[config.mk]
export PLATFORM = sky130hd
export DESIGN_NAME = vfcm_front
export DESIGN_NICKNAME = d
export VERILOG_FILES = /design/src/rtl/vfcm_pkg.sv /design/src/rtl/vfcm_front.sv
export SDC_FILE = /design/constraint.sdc
export NUM_CORES = 1
export LEC_CHECK = 0
export ABC_AREA = 1
export BUFFER_PORTS_ARGS = -buffer_cell sky130_fd_sc_hd__buf_2
export CAP_MARGIN = 30
export CORE_MARGIN = 2
export CORE_UTILIZATION = 56
export CTS_CLUSTER_DIAMETER = 200
export DETAILED_ROUTE_END_ITERATION = 10
export PLACE_DENSITY = 0.85
export SYNTH_ARGS = -nofsm -noshare
export SYNTH_HDL_FRONTEND = slang
export SYNTH_SLANG_ARGS = --single-unit
[constraint.sdc]
create_clock -name clk -period 8.1 [get_ports clk]
set_clock_uncertainty 0.15 [all_clocks]
set_input_delay 0 -clock clk [delete_from_list [all_inputs] [get_ports clk]]
set_output_delay 0 -clock clk [all_outputs]
set_load 0.005 [all_outputs]
[src/rtl/vfcm_pkg.sv]
// Package: shared types, commands and constants of the voxel face mesher.
`default_nettype none
package vfcm_pkg;
  localparam int GridEdgeDef = 32;
  localparam int PaletteDepthDef = 256;
  localparam int CoordW = 8;
  localparam int SizeW = 6;
  localparam int QueueDepth = 2;

  typedef enum logic [2:0] {
    CMD_CLEAR = 3'd0,
    CMD_LOAD = 3'd1,
    CMD_PAL = 3'd2,
    CMD_EMIT = 3'd3,
    CMD_REPORT = 3'd4
  } cmd_t;

  typedef enum logic [1:0] {
    REG_SIZE_X = 2'd0,
    REG_SIZE_Y = 2'd1,
    REG_SIZE_Z = 2'd2
  } reg_idx_t;

  typedef enum logic [1:0] {
    BK_IDLE = 2'd0,
    BK_PROBE = 2'd1,
    BK_FACE = 2'd2
  } bk_state_t;

  // one queued word from front to back
  typedef struct packed {
    logic [2:0] cmd;
    logic [CoordW-1:0] x;
    logic [CoordW-1:0] y;
    logic [CoordW-1:0] z;
    logic [CoordW-1:0] ci;
    logic [31:0] rgba;
  } job_t;

  // box bounds wide enough for any grid edge up to 64
  typedef struct packed {
    logic [SizeW-1:0] min_x;
    logic [SizeW-1:0] max_x;
    logic [SizeW-1:0] min_y;
    logic [SizeW-1:0] max_y;
    logic [SizeW-1:0] min_z;
    logic [SizeW-1:0] max_z;
    logic any;
  } box_t;

  // shade factor per face
  function automatic logic [8:0] face_shade(input logic [2:0] d);
    case (d)
      3'd0, 3'd1: face_shade = 9'd200;
      3'd2, 3'd3: face_shade = 9'd159;
      3'd4: face_shade = 9'd256;
      default: face_shade = 9'd128;
    endcase
  endfunction
endpackage
`default_nettype wire

[src/rtl/vfcm_front.sv]
// Front end: takes command words, queues them for the back end.
`default_nettype none
module vfcm_front import vfcm_pkg::*; (
  input wire logic clk,
  input wire logic rst_n,
  input wire logic start,
  input wire logic [2:0] in_cmd,
  input wire logic [CoordW-1:0] in_coord_x,
  input wire logic [CoordW-1:0] in_coord_y,
  input wire logic [CoordW-1:0] in_coord_z,
  input wire logic [CoordW-1:0] in_color_index,
  input wire logic [31:0] in_palette_rgba,
  output logic busy,
  output logic q_valid,
  output job_t q_job,
  input wire logic q_pop
);
  localparam int CntW = $clog2(QueueDepth + 1);
  localparam int PtrW = $clog2(QueueDepth);
  job_t q_r [QueueDepth];
  logic [CntW-1:0] cnt_r, cnt_nxt;
  logic [PtrW-1:0] rd_r, wr_r;
  logic push;

  assign busy = (cnt_r == CntW'(QueueDepth));
  assign push = start && !busy;
  assign q_valid = (cnt_r != '0);
  assign q_job = q_r[rd_r];

  always_comb begin
    cnt_nxt = cnt_r;
    if (push && !q_pop) cnt_nxt = cnt_r + 1'b1;
    else if (!push && q_pop) cnt_nxt = cnt_r - 1'b1;
  end

  always_ff @(posedge clk) begin
    if (!rst_n) begin
      cnt_r <= '0;
      rd_r <= '0;
      wr_r <= '0;
    end else begin
      cnt_r <= cnt_nxt;
      if (push) wr_r <= wr_r + 1'b1;
      if (q_pop) rd_r <= rd_r + 1'b1;
    end
    if (push) begin
      q_r[wr_r] <= '{cmd: in_cmd, x: in_coord_x, y: in_coord_y, z: in_coord_z,
                     ci: in_color_index, rgba: in_palette_rgba};
    end
  end

  a_no_over: assert property (@(posedge clk) disable iff (!rst_n)
    cnt_r <= CntW'(QueueDepth)) else $error("queue overflow");
  a_no_under: assert property (@(posedge clk) disable iff (!rst_n)
    q_pop |-> q_valid) else $error("pop from empty queue");
  a_full_busy: assert property (@(posedge clk) disable iff (!rst_n)
    (cnt_r == CntW'(QueueDepth)) |-> busy) else $error("full but not busy");
endmodule
`default_nettype wire

==> run metrics <==
number of setup violations in the final report 0; # resized after CTS 0; Peak VDD IR 0.198 mV; Area Growth Syn to Fin 42.3%; Cell Area, Synth 5180 um2; Worst Hold Launch in_coord_x[3]; I/O pins 140; CTS buffer count 17; Longest Clk Path Bufs 2; first-pass GRT wire length 15800 um; Chip Height 100 um; initial core utilization 56.9%; Sw Ratio 20.3%; # Post-CTS Setup Buffers 0; Min-Delay Endpoint q_r[0][59]; P per Cell Area 260 nW/um2; worst reg-to-reg setup slack 4800 ps; pins over their slew limit 0; crit path cell chain inv_1 -> o21ai_0 -> inv_1 -> ha_1 -> inv_1 -> nand4_1 -> nand2_1 -> dlygate4sd3_1 -> nor2_1 -> dlygate4sd3_1; CP Launch Type flip-flop; Psw 389 uW; worst skew pair latency 500 ps; slowest CP cell o21ai_0; Seq/Total Area, Yosys 79.6%; GRT Util Overall 21.4%; Rows 35; CP max FO 4; Clock transition at path regs 60 ps; RSZ-0062 raised after global routing no; Fin. Hold Viols 0; Post-route DRC 0; via count 3011; fin nets 541; Yosys reg bits 139; Max-Cap Viols 0; worst setup margin 4800 ps; max_slew headroom 32.3%; Hold Path Cell Cnt 2; most common cell after layout, fill and taps aside buf_2; clock network power share 43.2%; Seq pwr share 45.6%; Crit Path Class reg2reg; post-synthesis cell count 244; combinational power share 11.2%; vias in the first global route 3185; RR Startpoint cnt_r[1]; layout cell share with drive strength beyond 1 49.9%; antenna fix cells 0; unique cell type count in the Yosys netlist 15; Layout fillers 465; routability congestion estimate from global placement 0.726; Sequential Area 4130 um2; Worst R2R Path Depth 10; DP Worst Slack 5430 ps; Final HPWL DP 5320 um; total grt overflow 0; Worst Hold Class in2reg; Clock Root Buffer clkbuf_8; antenna violation net count after detailed routing 0; cell repeated most along the worst path inv_1; initial antenna violation count 0; crit path time final 3300 ps; IO buf count 139; max incr delay on CP 700 ps; Total Routed Length 10600 um; via/cell ratio 5.09; commonest cells after routing, fill and taps aside buf_2, edfxtp_1, dlygate4sd3_1; die area 10000 um2; LEAKAGE 0.00293 uW; CTS tree yes; Tcrit/Tclk final 40.8%; syn nets 316; core area 9110 um2; H-tree depth 4; FMAX 303 MHz; largest net degree at the start of global routing 68; area of the multi-input gates 986 um2; clock sinks 139; R2R Path End cnt_r[1]; initial DRC count 154; drt pass-1 iters 4; Slew @ Worst Pin 1010 ps; setup TNS 0 ps; worst path arrival time 3540 ps; outcome completed; critical path endpoint category flip-flop; Cell Int Power 1530 uW; Critical Path RT 8340 ps; Die Span X 100 um; drt wl/cell 17.8 um; Yosys warning count 0; Mean Syn Cell Area 21.2 um2
-- cell usage after synthesis --
cell | count | area (um2)
dfxtp_1 | 5 | 100
buf_2 | 3 | 15.0
nand3_1 | 1 | 5.00
ha_1 | 1 | 12.5
mux2_4 | 30 | 450
inv_1 | 8 | 30.0
edfxtp_1 | 134 | 4020
mux2_2 | 37 | 417
a21oi_1 | 1 | 5.00
buf_4 | 1 | 7.51
nor2_1 | 9 | 33.8
buf_6 | 3 | 33.8
nand4_1 | 1 | 6.26
o21ai_0 | 3 | 15.0
nand2_1 | 7 | 26.3
-- per-layer routing --
metal | vias to the layer above | GRT usage, % | wire length [um]
li1 | 1398 | - | -
met3 | 21 | 6.69 | 669
met5 | - | 0 | 0
met1 | 1452 | 24.4 | 4180
met2 | 140 | 38.0 | 5530
met4 | 0 | 7.69 | 175
-- per-stage QoR --
step	total power (uW)	utilization [%]	hold WS (ps)	cell area, um2	instances
finish	1920	80.9	71.3	7370	592
global route	1990	80.9	46.9	7370	592
CTS	1920	80.6	36.7	7350	591
detailed placement	1070	65.8	41.1	5990	489
global placement	1060	65.8	37.7	5990	489
floorplan	991	-	-51.1	5180	244
-- cells by family (layout without fill, tap and decap cells) --
family | count (synthesis) | after routing | share of synthesized area [%]
compound gates | 4 | 4 | 0.386
simple gates | 18 | 18 | 1.38
buf+inv | 15 | 252 | 1.67
flops | 139 | 139 | 79.6
fa+ha+maj | 1 | 1 | 0.241
mux | 67 | 67 | 16.7
-- how the worst max path moves through the flow --
stage	from	end	cells past startpoint
final	cnt_r[1]	cnt_r[1]	10
after floorplan	cnt_r[1]	q_r[0][0]	3
after global routing	cnt_r[1]	cnt_r[1]	10
after CTS	cnt_r[1]	cnt_r[1]	10
after global placement	cnt_r[1]	q_r[1][59]	4
after detailed placement	cnt_r[1]	q_r[1][41]	4
-- flip-flops by register name (all words and copies together) (netlist names), named ones only --
signal  cells
rd_r        1
q_r       134
wr_r        1
cnt_r       2
-- critical path, delay by kind of cell, from the launching register on --
kind	cells	cell delay, ps
adder cells (fa/ha/maj)	1	350
flip-flops	1	350
buffers and inverters	5	1440
AND/OR/NAND/NOR	3	200
AO/OA/AOI/OAI	1	700
-- power groups by stage --
| stage | logic, uW | clock network [uW] | registers (uW) |
|---|---|---|---|
| after floorplan | 104 | 0 | 887 |
| after global placement | 167 | 0 | 894 |
| after detailed placement | 171 | 0 | 898 |
| after CTS | 201 | 838 | 884 |
| after global routing | 233 | 873 | 879 |
| final | 216 | 829 | 875 |
-- layout make-up --
cell class / count / area share (%)
flip-flops and latches: 139 / 56.0
repair buffers: 213 / 19.7
multi-input cells: 90 / 13.4
clock buffers: 18 / 5.67
clock inverters: 13 / 3.04
well taps: 111 / 1.88
inverters: 8 / 0.407
-- timing repair --
item / 4_1_cts / 5_1_grt
setup endpoints to repair: 0 / 0
hold buffers: 71 / 0
endpoints found under the hold margin: 139 / 0
Power figures use the tool's default switching activity.
